## src/design/swk_pkg.sv

```systemverilog
// Types and constants for the swerve wheel kinematics block.
// No dependencies.
package swk_pkg;

    typedef enum logic [3:0] {
        ST_IDLE,
        ST_VX,
        ST_VY,
        ST_CHECK,
        ST_ITER,
        ST_MAG_LO,
        ST_MAG_HI,
        ST_HEAD,
        ST_OUT
    } state_t;

    localparam logic [1:0] REG_TRACK_X  = 2'd0;
    localparam logic [1:0] REG_TRACK_Y  = 2'd1;
    localparam logic [1:0] REG_OFFSET_X = 2'd2;
    localparam logic [1:0] REG_OFFSET_Y = 2'd3;

    localparam logic [23:0] INV_GAIN = 24'd10188014;

    localparam logic signed [17:0] QUARTER_TURN  = 18'sd16384;
    localparam logic signed [17:0] HALF_TURN     = 18'sd32768;
    localparam logic signed [17:0] THREE_QUARTER = 18'sd49152;
    localparam logic signed [17:0] FULL_TURN     = 18'sd65536;

    localparam logic [31:0] ATAN_TAB [0:23] = '{
        32'h20000000, 32'h12E4051E, 32'h09FB385B, 32'h051111D4,
        32'h028B0D43, 32'h0145D7E1, 32'h00A2F61E, 32'h00517C55,
        32'h0028BE53, 32'h00145F2F, 32'h000A2F98, 32'h000517CC,
        32'h00028BE6, 32'h000145F3, 32'h0000A2FA, 32'h0000517D,
        32'h000028BE, 32'h0000145F, 32'h00000A30, 32'h00000518,
        32'h0000028C, 32'h00000146, 32'h000000A3, 32'h00000051
    };

endpackage

```

## src/design/swerve_wheel_kinematics.sv

```systemverilog
// Swerve drive inverse kinematics: one command in, four wheel results out.
// Depends on swk_pkg; one shared multiplier and one iterative CORDIC stage.
//
//   channel   handshake          payload
//   in        in_valid/in_ready  robot_vel_x/y, robot_turn_rate, now_angle_0..3
//   out       out_valid/out_ready wheel_index, wheel_speed, wheel_angle, flags
//   config    cfg_we             cfg_index, cfg_data
//
// Each wheel passes through forming the wheel vector (ST_VX, ST_VY, ST_CHECK), the
// CORDIC iterations, two magnitude multiplies, the heading and the output state;
// a zero wheel vector goes from ST_CHECK straight to the output state.
// One command runs the four wheels in turn, from wheel 0 to wheel 3.
// in_ready is high only when no command is in work. A stalled output holds
// the sequencer. Reset clears the state, the configuration and held angles to zero.
module swerve_wheel_kinematics
    import swk_pkg::*;
#(
    parameter int CORDIC_STEPS = 16
)
(
    input  logic               clk,
    input  logic               rst_n,
    input  logic               cfg_we,
    input  logic [1:0]         cfg_index,
    input  logic [12:0]        cfg_data,
    input  logic               in_valid,
    output logic               in_ready,
    input  logic signed [15:0] robot_vel_x,
    input  logic signed [15:0] robot_vel_y,
    input  logic signed [15:0] robot_turn_rate,
    input  logic [15:0]        now_angle_0,
    input  logic [15:0]        now_angle_1,
    input  logic [15:0]        now_angle_2,
    input  logic [15:0]        now_angle_3,
    output logic               out_valid,
    input  logic               out_ready,
    output logic [1:0]         wheel_index,
    output logic signed [15:0] wheel_speed,
    output logic [15:0]        wheel_angle,
    output logic               angle_held,
    output logic               last_wheel
);

    localparam int IW = (CORDIC_STEPS > 1) ? $clog2(CORDIC_STEPS) : 1;
    localparam logic [IW-1:0] LAST_STEP = IW'(CORDIC_STEPS - 1);

    state_t state_reg, state_next;

    logic [12:0]        track_x_reg, track_y_reg;
    logic [12:0]        offset_x_reg, offset_y_reg;
    logic [1:0]         wheel_reg, wheel_next;
    logic signed [15:0] rvx_reg, rvy_reg, rot_reg;
    logic [15:0]        now_reg [4];
    logic [15:0]        held_reg [4];
    logic signed [30:0] vx_reg, vx_next, vy_reg, vy_next;
    logic signed [41:0] x_reg, x_next, y_reg, y_next;
    logic signed [33:0] z_reg, z_next;
    logic [IW-1:0]      step_reg, step_next;
    logic [65:0]        acc_reg, acc_next;
    logic signed [15:0] speed_reg, speed_next;
    logic [15:0]        angle_reg, angle_next;
    logic               held_flag_reg, held_flag_next;
    logic               store_angle;

    logic signed [13:0] hx, hy, px, py;
    logic signed [24:0] mul_a;
    logic signed [21:0] mul_b;
    logic signed [46:0] mul_p;
    logic [40:0]        xpos;
    logic signed [30:0] ax, ay;
    logic signed [41:0] xs, ys;
    logic signed [33:0] atan_i;
    logic               y_pos, vec_zero;
    logic               vx_pos, vx_neg, vx_zero, vy_pos, vy_neg;
    logic [21:0]        mag_raw;
    logic [14:0]        mag;
    logic [32:0]        zc;
    logic [33:0]        tsum;
    logic [17:0]        t_raw;
    logic signed [17:0] t_s, now_s, a_base, a_flip, d;
    logic               flip;

    assign hx = $signed({2'b00, track_x_reg[12:1]}) - $signed({offset_x_reg[12], offset_x_reg});
    assign hy = $signed({2'b00, track_y_reg[12:1]}) - $signed({offset_y_reg[12], offset_y_reg});
    assign px = wheel_reg[0] ? hx : -hx;
    assign py = wheel_reg[1] ? -hy : hy;

    assign xpos  = x_reg[41] ? '0 : x_reg[40:0];
    assign mul_p = mul_a * mul_b;

    always_comb
    begin
        case (state_reg)
            ST_VX:
            begin
                mul_a = {{11{py[13]}}, py};
                mul_b = {{6{rot_reg[15]}}, rot_reg};
            end
            ST_VY:
            begin
                mul_a = {{11{px[13]}}, px};
                mul_b = {{6{rot_reg[15]}}, rot_reg};
            end
            ST_MAG_LO:
            begin
                mul_a = {1'b0, INV_GAIN};
                mul_b = {1'b0, xpos[20:0]};
            end
            ST_MAG_HI:
            begin
                mul_a = {1'b0, INV_GAIN};
                mul_b = {2'b00, xpos[40:21]};
            end
            default:
            begin
                mul_a = '0;
                mul_b = '0;
            end
        endcase
    end

    assign ax       = vx_reg[30] ? -vx_reg : vx_reg;
    assign ay       = vy_reg[30] ? -vy_reg : vy_reg;
    assign vec_zero = (vx_reg == '0) && (vy_reg == '0);
    assign xs       = x_reg >>> step_reg;
    assign ys       = y_reg >>> step_reg;
    assign y_pos    = !y_reg[41] && (y_reg != '0);
    assign atan_i   = $signed({2'b00, ATAN_TAB[5'(step_reg)]});

    assign mag_raw = acc_reg[65:44];
    assign mag     = (mag_raw[21:15] != '0) ? 15'h7FFF : mag_raw[14:0];
    assign zc      = z_reg[33] ? '0 : z_reg[32:0];
    assign tsum    = {1'b0, zc} + 34'd32768;
    assign t_raw   = tsum[33:16];
    assign t_s     = (t_raw > 18'd16384) ? QUARTER_TURN : $signed(t_raw);
    assign now_s   = $signed({2'b00, now_reg[wheel_reg]});

    assign vx_zero = (vx_reg == '0);
    assign vx_neg  = vx_reg[30];
    assign vx_pos  = !vx_neg && !vx_zero;
    assign vy_neg  = vy_reg[30];
    assign vy_pos  = !vy_neg && (vy_reg != '0);

    always_comb
    begin
        a_base = '0;
        a_flip = '0;
        d      = '0;
        flip   = 1'b0;
        if (vx_pos && vy_pos)
        begin
            a_base = t_s;
            d      = now_s - a_base;
            flip   = (d > QUARTER_TURN) && (d < THREE_QUARTER);
            a_flip = a_base + HALF_TURN;
        end
        else if (vx_neg && vy_pos)
        begin
            a_base = HALF_TURN - t_s;
            d      = now_s - a_base;
            flip   = (d > QUARTER_TURN) || (d < -QUARTER_TURN);
            a_flip = a_base + HALF_TURN;
        end
        else if (vx_neg && vy_neg)
        begin
            a_base = HALF_TURN + t_s;
            d      = now_s - a_base;
            flip   = (d > QUARTER_TURN) || (d < -QUARTER_TURN);
            a_flip = a_base - HALF_TURN;
        end
        else if (vx_pos && vy_neg)
        begin
            a_base = FULL_TURN - t_s;
            d      = a_base - now_s;
            flip   = (d > QUARTER_TURN) && (d < THREE_QUARTER);
            a_flip = a_base - HALF_TURN;
        end
        else if (vx_zero && vy_pos)
        begin
            a_base = QUARTER_TURN;
            flip   = now_s > HALF_TURN;
            a_flip = THREE_QUARTER;
        end
        else if (vx_zero)
        begin
            a_base = THREE_QUARTER;
            flip   = now_s < HALF_TURN;
            a_flip = QUARTER_TURN;
        end
        else if (vx_pos)
        begin
            a_base = '0;
            flip   = (now_s > QUARTER_TURN) && (now_s < THREE_QUARTER);
            a_flip = HALF_TURN;
        end
        else
        begin
            a_base = HALF_TURN;
            flip   = (now_s < QUARTER_TURN) || (now_s > THREE_QUARTER);
            a_flip = '0;
        end
    end

    // next state
    always_comb
    begin
        case (state_reg)
            ST_IDLE:   state_next = in_valid ? ST_VX : ST_IDLE;
            ST_VX:     state_next = ST_VY;
            ST_VY:     state_next = ST_CHECK;
            ST_CHECK:  state_next = vec_zero ? ST_OUT : ST_ITER;
            ST_ITER:   state_next = (step_reg == LAST_STEP) ? ST_MAG_LO : ST_ITER;
            ST_MAG_LO: state_next = ST_MAG_HI;
            ST_MAG_HI: state_next = ST_HEAD;
            ST_HEAD:   state_next = ST_OUT;
            ST_OUT:
            begin
                if (!out_ready)
                    state_next = ST_OUT;
                else if (wheel_reg == 2'd3)
                    state_next = ST_IDLE;
                else
                    state_next = ST_VX;
            end
            default:   state_next = ST_IDLE;
        endcase
    end

    // outputs and datapath
    always_comb
    begin
        wheel_next     = wheel_reg;
        vx_next        = vx_reg;
        vy_next        = vy_reg;
        x_next         = x_reg;
        y_next         = y_reg;
        z_next         = z_reg;
        step_next      = step_reg;
        acc_next       = acc_reg;
        speed_next     = speed_reg;
        angle_next     = angle_reg;
        held_flag_next = held_flag_reg;
        store_angle    = 1'b0;
        case (state_reg)
            ST_IDLE:
                wheel_next = '0;
            ST_VX:
                vx_next = $signed({{3{rvx_reg[15]}}, rvx_reg, 12'd0}) - mul_p[30:0];
            ST_VY:
                vy_next = $signed({{3{rvy_reg[15]}}, rvy_reg, 12'd0}) + mul_p[30:0];
            ST_CHECK:
            begin
                x_next         = $signed({3'b000, ax, 8'd0});
                y_next         = $signed({3'b000, ay, 8'd0});
                z_next         = '0;
                step_next      = '0;
                speed_next     = '0;
                angle_next     = held_reg[wheel_reg];
                held_flag_next = 1'b1;
            end
            ST_ITER:
            begin
                if (y_pos)
                begin
                    x_next = x_reg + ys;
                    y_next = y_reg - xs;
                    z_next = z_reg + atan_i;
                end
                else
                begin
                    x_next = x_reg - ys;
                    y_next = y_reg + xs;
                    z_next = z_reg - atan_i;
                end
                step_next = step_reg + 1'b1;
            end
            ST_MAG_LO:
                acc_next = {21'd0, mul_p[44:0]};
            ST_MAG_HI:
                acc_next = acc_reg + {1'b0, mul_p[43:0], 21'd0} + (66'd1 << 43);
            ST_HEAD:
            begin
                speed_next     = flip ? -$signed({1'b0, mag}) : $signed({1'b0, mag});
                angle_next     = flip ? a_flip[15:0] : a_base[15:0];
                held_flag_next = 1'b0;
                store_angle    = 1'b1;
            end
            ST_OUT:
                if (out_ready)
                    wheel_next = wheel_reg + 1'b1;
            default:
                wheel_next = wheel_reg;
        endcase
    end

    always_ff @(posedge clk or negedge rst_n)
    begin
        if (!rst_n)
        begin
            state_reg    <= ST_IDLE;
            wheel_reg    <= '0;
            track_x_reg  <= '0;
            track_y_reg  <= '0;
            offset_x_reg <= '0;
            offset_y_reg <= '0;
            for (int k = 0; k < 4; k++)
            begin
                held_reg[k] <= '0;
            end
        end
        else
        begin
            state_reg <= state_next;
            wheel_reg <= wheel_next;
            if (store_angle)
                held_reg[wheel_reg] <= angle_next;
            if (cfg_we)
            begin
                case (cfg_index)
                    REG_TRACK_X:  track_x_reg  <= cfg_data;
                    REG_TRACK_Y:  track_y_reg  <= cfg_data;
                    REG_OFFSET_X: offset_x_reg <= cfg_data;
                    REG_OFFSET_Y: offset_y_reg <= cfg_data;
                    default:      track_x_reg  <= track_x_reg;
                endcase
            end
        end
    end

    always_ff @(posedge clk)
    begin
        if (in_valid && in_ready)
        begin
            rvx_reg    <= robot_vel_x;
            rvy_reg    <= robot_vel_y;
            rot_reg    <= robot_turn_rate;
            now_reg[0] <= now_angle_0;
            now_reg[1] <= now_angle_1;
            now_reg[2] <= now_angle_2;
            now_reg[3] <= now_angle_3;
        end
        vx_reg        <= vx_next;
        vy_reg        <= vy_next;
        x_reg         <= x_next;
        y_reg         <= y_next;
        z_reg         <= z_next;
        step_reg      <= step_next;
        acc_reg       <= acc_next;
        speed_reg     <= speed_next;
        angle_reg     <= angle_next;
        held_flag_reg <= held_flag_next;
    end

    assign in_ready    = (state_reg == ST_IDLE);
    assign out_valid   = (state_reg == ST_OUT);
    assign wheel_index = wheel_reg;
    assign wheel_speed = speed_reg;
    assign wheel_angle = angle_reg;
    assign angle_held  = held_flag_reg;
    assign last_wheel  = (wheel_reg == 2'd3);

endmodule

```

## config.mk

```make
export PLATFORM = sky130hd
export DESIGN_NAME = swerve_wheel_kinematics
export DESIGN_NICKNAME = d
export VERILOG_FILES = /design/src/design/swk_pkg.sv /design/src/design/swerve_wheel_kinematics.sv
export SDC_FILE = /design/constraint.sdc
export NUM_CORES = 2
export LEC_CHECK = 0
export ABC_AREA = 1
export BUFFER_PORTS_ARGS = -buffer_cell sky130_fd_sc_hd__buf_2
export CORE_MARGIN = 4
export CORE_UTILIZATION = 35
export DETAILED_ROUTE_END_ITERATION = 8
export GPL_TIMING_DRIVEN = 0
export PLACE_DENSITY = 0.61
export SLEW_MARGIN = 20
export SYNTH_ARGS = -nofsm -noshare
export SYNTH_HDL_FRONTEND = slang
export SYNTH_SLANG_ARGS = --single-unit
```

## constraint.sdc

```tcl
create_clock -name clk -period 26.1 [get_ports clk]
set_input_delay 2.61 -clock clk [delete_from_list [all_inputs] [get_ports clk]]
set_output_delay 2.61 -clock clk [all_outputs]
set_load 0.05 [all_outputs]
```

# [After elaboration in Yosys (flattened, before gate mapping)]
# Memory sizes are Yosys's and may differ from the RTL's.
# Cells that the tools add are included.
[word_totals] ff_bits=453 ramBits=64 mem_bits_ro=1024 output_inout_bits=38 wordCells=194 mem_count=2
[memory_table] name="(no name shown)" words=32 width=32 read_ports=1 rd_ports_with_merged_regs=0 wr=0 line="swerve_wheel_kinematics.sv:128" source="assign atan_i = $signed({2'b00, ATAN_TAB[5'(step_reg)]});"
[memory_table] name="now_reg" words=4 width=16 read_ports=1 rd_ports_with_merged_regs=0 wr=4 line="swerve_wheel_kinematics.sv:53" source="logic [15:0] now_reg [4];"
[classes] n_addsub=30 multipliers=1 n_lt_le_gt_ge=18 n_eq_ne=14 n_shift=2 mux=63 bitwise=2 reduce_logical=39
[op_table] cell="16-bit 2-to-1 mux" n=19
[op_table] cell="42-bit one-hot mux with 2 select lines" n=2
[op_table] cell="66-bit one-hot mux with 2 select lines" n=1
[op_table] cell="42-bit adder" n=2
[op_table] cell="42-bit 2-to-1 mux" n=2
[op_table] cell="42-bit by 4-bit >>> shifter with 42-bit output" n=2
[op_table] cell="42-bit subtractor" n=2
[op_table] cell="25-bit one-hot mux with 3 select lines" n=1
[op_table] cell="18-bit by 16-bit > comparator with 1-bit output, second input constant" n=4
[op_table] cell="34-bit one-hot mux with 2 select lines" n=1
[op_table] cell="66-bit by 44-bit adder with 66-bit output, second input constant" n=1
[op_table] cell="66-bit by 65-bit adder with 66-bit output" n=1
[op_table] cell="22-bit one-hot mux with 3 select lines" n=1
[op_table] cell="64-bit bitwise mux" n=1
[op_table] cell="32-bit 2-to-1 mux" n=2
[op_table] cell="16-bit one-hot mux with 2 select lines" n=2
[op_table] cell="31-bit zero test" n=2
[op_table] cell="31-bit 2-to-1 mux" n=2
[op_table] cell="31-bit negator" n=2
[op_table] cell="17-bit by 18-bit subtractor with 18-bit output" n=3
[op_table] cell="25-bit by 22-bit multiplier with 45-bit output" n=1
[op_table] cell="42-bit nonzero test" n=1
[op_table] cell="41-bit 2-to-1 mux" n=1
[op_table] cell="18-bit by 15-bit < comparator with 1-bit output, second input constant" n=2
[op_table] cell="58 further kinds" n=111

# [Depth between registers and ports, before layout]
[logic_depth] depth_word=15 depth_mapped=65

# [Worst setup path before layout]
# OpenSTA, ideal clock, no wires.
[synth_path] path_kind="register to register" startpoint="reg track_x_reg[1]" endpoint="reg acc_reg[65], data pin" setup_ns=0.273 arrival_ns=10.643 required_time_ns=25.827 slack_ns=15.183 stages_incl_launch_ff=59 path_cell_list="dfrtp_1 inv_1 ha_1 fa_1 o31ai_2 xor2_1 nand3_1 nor2_1 nand4_1 nor2_1 nand2_1 nand2_1 nand2_1 o21ai_1 a21oi_1 o21ai_1 nand2_1 inv_2 [23 not listed] inv_1 nor2_1 o31ai_1 xor2_1 ha_1 ha_1 a21oi_1 inv_1 a31oi_1 inv_1 a211oi_1 nand3_1 nand2_1 o211ai_1 nand2_1 o311ai_0 o21ai_0 a21oi_1"
[synth_via] elab_chain_len=8
[synth_rtl] element="from (decl)" line="swerve_wheel_kinematics.sv:49" source="logic [12:0] track_x_reg, track_y_reg;"
[synth_rtl] element="from (signal assigned)" line="swerve_wheel_kinematics.sv:320" source="REG_TRACK_X: track_x_reg <= cfg_data;"
[synth_rtl] element="from (signal assigned)" line="swerve_wheel_kinematics.sv:324" source="default: track_x_reg <= track_x_reg;"
[synth_rtl] element="13-bit by 13-bit subtractor with 14-bit output (*)" line="swerve_wheel_kinematics.sv:83" source="assign hx = $signed({2'b00, track_x_reg[12:1]}) - $signed({offset_x_reg[12], offset_x_reg});"
[synth_rtl] element="14-bit negator" line="swerve_wheel_kinematics.sv:85" source="assign px = wheel_reg[0] ? hx : -hx;"
[synth_rtl] element="14-bit 2-to-1 mux (*)" line="swerve_wheel_kinematics.sv:85"
[synth_rtl] element="25-bit one-hot mux with 3 select lines (*)" line="swerve_wheel_kinematics.sv:93" source="case (state_reg)"
[synth_rtl] element="25-bit by 22-bit multiplier with 45-bit output (*)" line="swerve_wheel_kinematics.sv:89" source="assign mul_p = mul_a * mul_b;"
[synth_rtl] element="66-bit by 65-bit adder with 66-bit output (*)" line="swerve_wheel_kinematics.sv:280" source="acc_next = acc_reg + {1'b0, mul_p[43:0], 21'd0} + (66'd1 << 43);"
[synth_rtl] element="66-bit by 44-bit adder with 66-bit output (*)" line="swerve_wheel_kinematics.sv:280"
[synth_rtl] element="66-bit one-hot mux with 2 select lines (*)" line="swerve_wheel_kinematics.sv:244" source="case (state_reg)"
[synth_rtl] element="to (signal assigned)" line="swerve_wheel_kinematics.sv:348" source="acc_reg <= acc_next;"
[synth_rtl] element="to (decl)" line="swerve_wheel_kinematics.sv:59" source="logic [65:0] acc_reg, acc_next;"
# Every way passes the cells marked *; elsewhere a longest branch is shown, timed or not.
# A chain may end at the register's enable or synchronous reset.

# [Worst setup path after layout]
[layout_path] startpoint="reg track_y_reg[1]" endpoint="reg acc_reg[65], data pin"
[layout_via] elab_chain_len=8
[layout_rtl] element="from (decl)" line="swerve_wheel_kinematics.sv:49"
[layout_rtl] element="from (signal assigned)" line="swerve_wheel_kinematics.sv:321" source="REG_TRACK_Y: track_y_reg <= cfg_data;"
[layout_rtl] element="13-bit by 13-bit subtractor with 14-bit output (*)" line="swerve_wheel_kinematics.sv:84" source="assign hy = $signed({2'b00, track_y_reg[12:1]}) - $signed({offset_y_reg[12], offset_y_reg});"
[layout_rtl] element="14-bit negator" line="swerve_wheel_kinematics.sv:86" source="assign py = wheel_reg[1] ? -hy : hy;"
[layout_rtl] element="14-bit 2-to-1 mux (*)" line="swerve_wheel_kinematics.sv:86"
[layout_rtl] element="25-bit one-hot mux with 3 select lines (*)" line="swerve_wheel_kinematics.sv:93"
[layout_rtl] element="25-bit by 22-bit multiplier with 45-bit output (*)" line="swerve_wheel_kinematics.sv:89"
[layout_rtl] element="66-bit by 65-bit adder with 66-bit output (*)" line="swerve_wheel_kinematics.sv:280"
[layout_rtl] element="66-bit by 44-bit adder with 66-bit output (*)" line="swerve_wheel_kinematics.sv:280"
[layout_rtl] element="66-bit one-hot mux with 2 select lines (*)" line="swerve_wheel_kinematics.sv:244"
# Marks and branches as above.

==> metrics <==
status finished, final reports clean; cell family with most CP delay adder cells; Die Height 426 um; CTS H-tree lvls 2; CTS max path bufs 3; type of origin of the critical path flop; detailed-router iteration count before antenna repair 8; period utilisation layout 51.7%; dominant synthesized flop cell edfxtp_1; crit path DAT 13920 ps; total clock sinks 494; row cnt 153; vias in the first global route 54.0k; top cell type's share of synthesized area 17.6%; largest stage delay on the critical path 810 ps; Tmin final 13480 ps; Post-CTS Resized 0; RePlAce Congestion 1.02; reg-to-reg endpoint acc_reg[65]$_SDFFCE_PN0N_; register area share after synthesis 23.0%; Hold-fix buffers, CTS 0; MaxCap Viol Count 0; largest net degree at the start of global routing 65; R2R depth 58; RR Startpoint track_y_reg[1]$_DFFE_PN0P_; Post-synth EDFFs 358; CTS tree yes; final hold vios 0; number of buffers added on ports 169; Finish-stage setup viols 0; vias 55.0k; Hold Startpoint held_reg[5]$_DFFE_PN0P_; Slew @ Worst Pin 1160 ps; Die Area 181000 um2; GRT Total Usage 23.1%; Worst-Skew Late Latency 710 ps; Detail Placement HPWL 179 mm; RSZ-0062 raised after global routing false; asr flop ratio synth 24.3%; CTS Root Cell clkbuf_16; most frequent cells after synthesis nand2_1 (1693), inv_1 (1487), nor2_1 (615), a21oi_1 (596); area grow syn2layout 9.95%; Worst-path clk slew 60 ps; crit-path max FO 10; Layout fillers 18.3k; antenna-violating nets left 0; max-slew violation count 0; Setup TNS Final 0 ps; Worst EP required 26530 ps; Nets 9375; synth warn 0; post-DR wirelength/cell 20.1 um; Core ar. 174000 um2; Distinct cells, synth 85; Worst Hold Class reg2reg; Post-Synthesis Cells 8011; Setup Fix Bufs, Post-CTS 0; total grt overflow 0; Vias/cell 5.17; Post-Syn Area 61100 um2; Clock Skew 34.7 ps; Max Freq 74.2 MHz; WHS Path Cells 2; CP endpoint kind flop; most used cell, CP nand2_1; initial antenna violation count 12; IO Pins 170; layout cells sized above 1 6.09%; Yosys top cell by area edfxtp_1; Hold Path Sink held_reg[5]$_DFFE_PN0P_; CP bufs+invs 11; synth top area cells edfxtp_1 (18%), fa_1 (17%), nand2_1 (10%), ha_1 (9.6%), inv_1 (9.1%); worst rel slew slack 22.6%; Synth Area per Inst 7.63 um2; first-pass GRT wire length 322 mm; Detailed Route Iter0 Violations 4385; Yosys reg bits 494; initial cell density of the core 35.2%; Total Routed Length 214 mm; die width 426 um; crit path max-delay cell type xor2_1; drt drc 0; R2R setup slack 12620 ps; TritonCTS Buffers 61; most numerous cell in the Yosys netlist nand2_1; Setup CP Type reg2reg
[placed cells by master (no fill, tap or decap), types with 16 or more instances in the layout]
| cell | count |
|---|---|
| nand3_1 | 255 |
| nor4_1 | 22 |
| clkbuf_1 | 146 |
| or2_2 | 20 |
| buf_1 | 24 |
| nand2_1 | 1692 |
| o21bai_1 | 20 |
| xnor2_1 | 117 |
| nand2_2 | 24 |
| o22ai_1 | 32 |
| o21ai_0 | 515 |
| inv_1 | 1484 |
| a31oi_1 | 51 |
| mux2i_1 | 58 |
| nor3_1 | 81 |
| o211ai_1 | 38 |
| xor2_1 | 193 |
| o21a_1 | 37 |
| clkbuf_16 | 61 |
| fa_1 | 516 |
| o21ai_1 | 105 |
| edfxtp_1 | 358 |
| o21ai_2 | 19 |
| ha_1 | 471 |
| nand4_1 | 57 |
| dfxtp_1 | 16 |
| inv_2 | 19 |
| buf_2 | 199 |
| buf_6 | 24 |
| a21o_1 | 26 |
| o31ai_1 | 21 |
| a21oi_1 | 595 |
| dfrtp_1 | 120 |
| nor2_2 | 17 |
| nor2_1 | 614 |
[layout make-up]
type | instances | area [um2] | area share [%]
clock buffers | 77 | 1660 | 2.47
well taps | 2325 | 2910 | 4.33
repair buffers | 175 | 1000 | 1.49
clock inverters | 39 | 428 | 0.637
inverters | 1512 | 5690 | 8.47
flip-flops and latches | 494 | 14100 | 20.9
diodes | 1 | 2.50 | 0.00372
multi-input cells | 5785 | 40300 | 60.0
plain buffers | 227 | 1130 | 1.68
[cells by family (layout without fill, tap and decap cells)]
kind of cell	Yosys count	in the layout	synth area share [%]
AND/OR/NAND/NOR	2859	2859	19.5
adder cells (fa/ha/maj)	987	987	26.6
XOR/XNOR	312	312	4.48
AO/OA/AOI/OAI	1558	1558	14.3
buffers and inverters	1739	2030	11.1
flip-flops	494	494	23.0
multiplexers	60	60	1.01
other	2	10	0.0123
[metrics by stage]
stage          util (%)  instances  instance area [um2]  setup slack (ps)  hold slack [ps]
2_1_floorplan         -       8018                61100             15180              449
3_3_place_gp       37.3      10500                64900             12500              462
3_5_place_dp       37.4      10500                65100             12670              466
4_1_cts            38.6      10600                67200             12570              482
5_1_grt            38.6      10600                67200             11580              505
6_report           38.7      10600                67200             12620              484
[how the worst max path moves through the flow]
stage | from | to | cells after the start
2_1_floorplan | track_x_reg[1]$_DFFE_PN0P_ | acc_reg[65]$_SDFFCE_PN0N_ | 58
3_3_place_gp | state_reg[1]$_DFF_PN0_ | acc_reg[65]$_SDFFCE_PN0N_ | 43
3_5_place_dp | track_y_reg[1]$_DFFE_PN0P_ | acc_reg[65]$_SDFFCE_PN0N_ | 58
4_1_cts | track_y_reg[1]$_DFFE_PN0P_ | acc_reg[65]$_SDFFCE_PN0N_ | 58
5_1_grt | track_y_reg[1]$_DFFE_PN0P_ | acc_reg[65]$_SDFFCE_PN0N_ | 58
6_report | track_y_reg[1]$_DFFE_PN0P_ | acc_reg[65]$_SDFFCE_PN0N_ | 58
[layer usage]
metal / up-vias / track usage, % / part of all wire, %
met2: 1898 / 39.3 / 48
met1: 26300 / 28.6 / 40
li1: 26300 / - / -
met3: 473 / 3.13 / 6.1
met4: 6 / 11.9 / 6.1
met5: - / 0 / 0.021
[worst min-delay path, cell delays in order, from the launching register on]
cell     delay (ps)
dfrtp_1         340
nand2_1          60
nand2_1          50
Power is not shown: default switching activity piles up to over one toggle a cycle in this logic, so the estimate is an artifact.
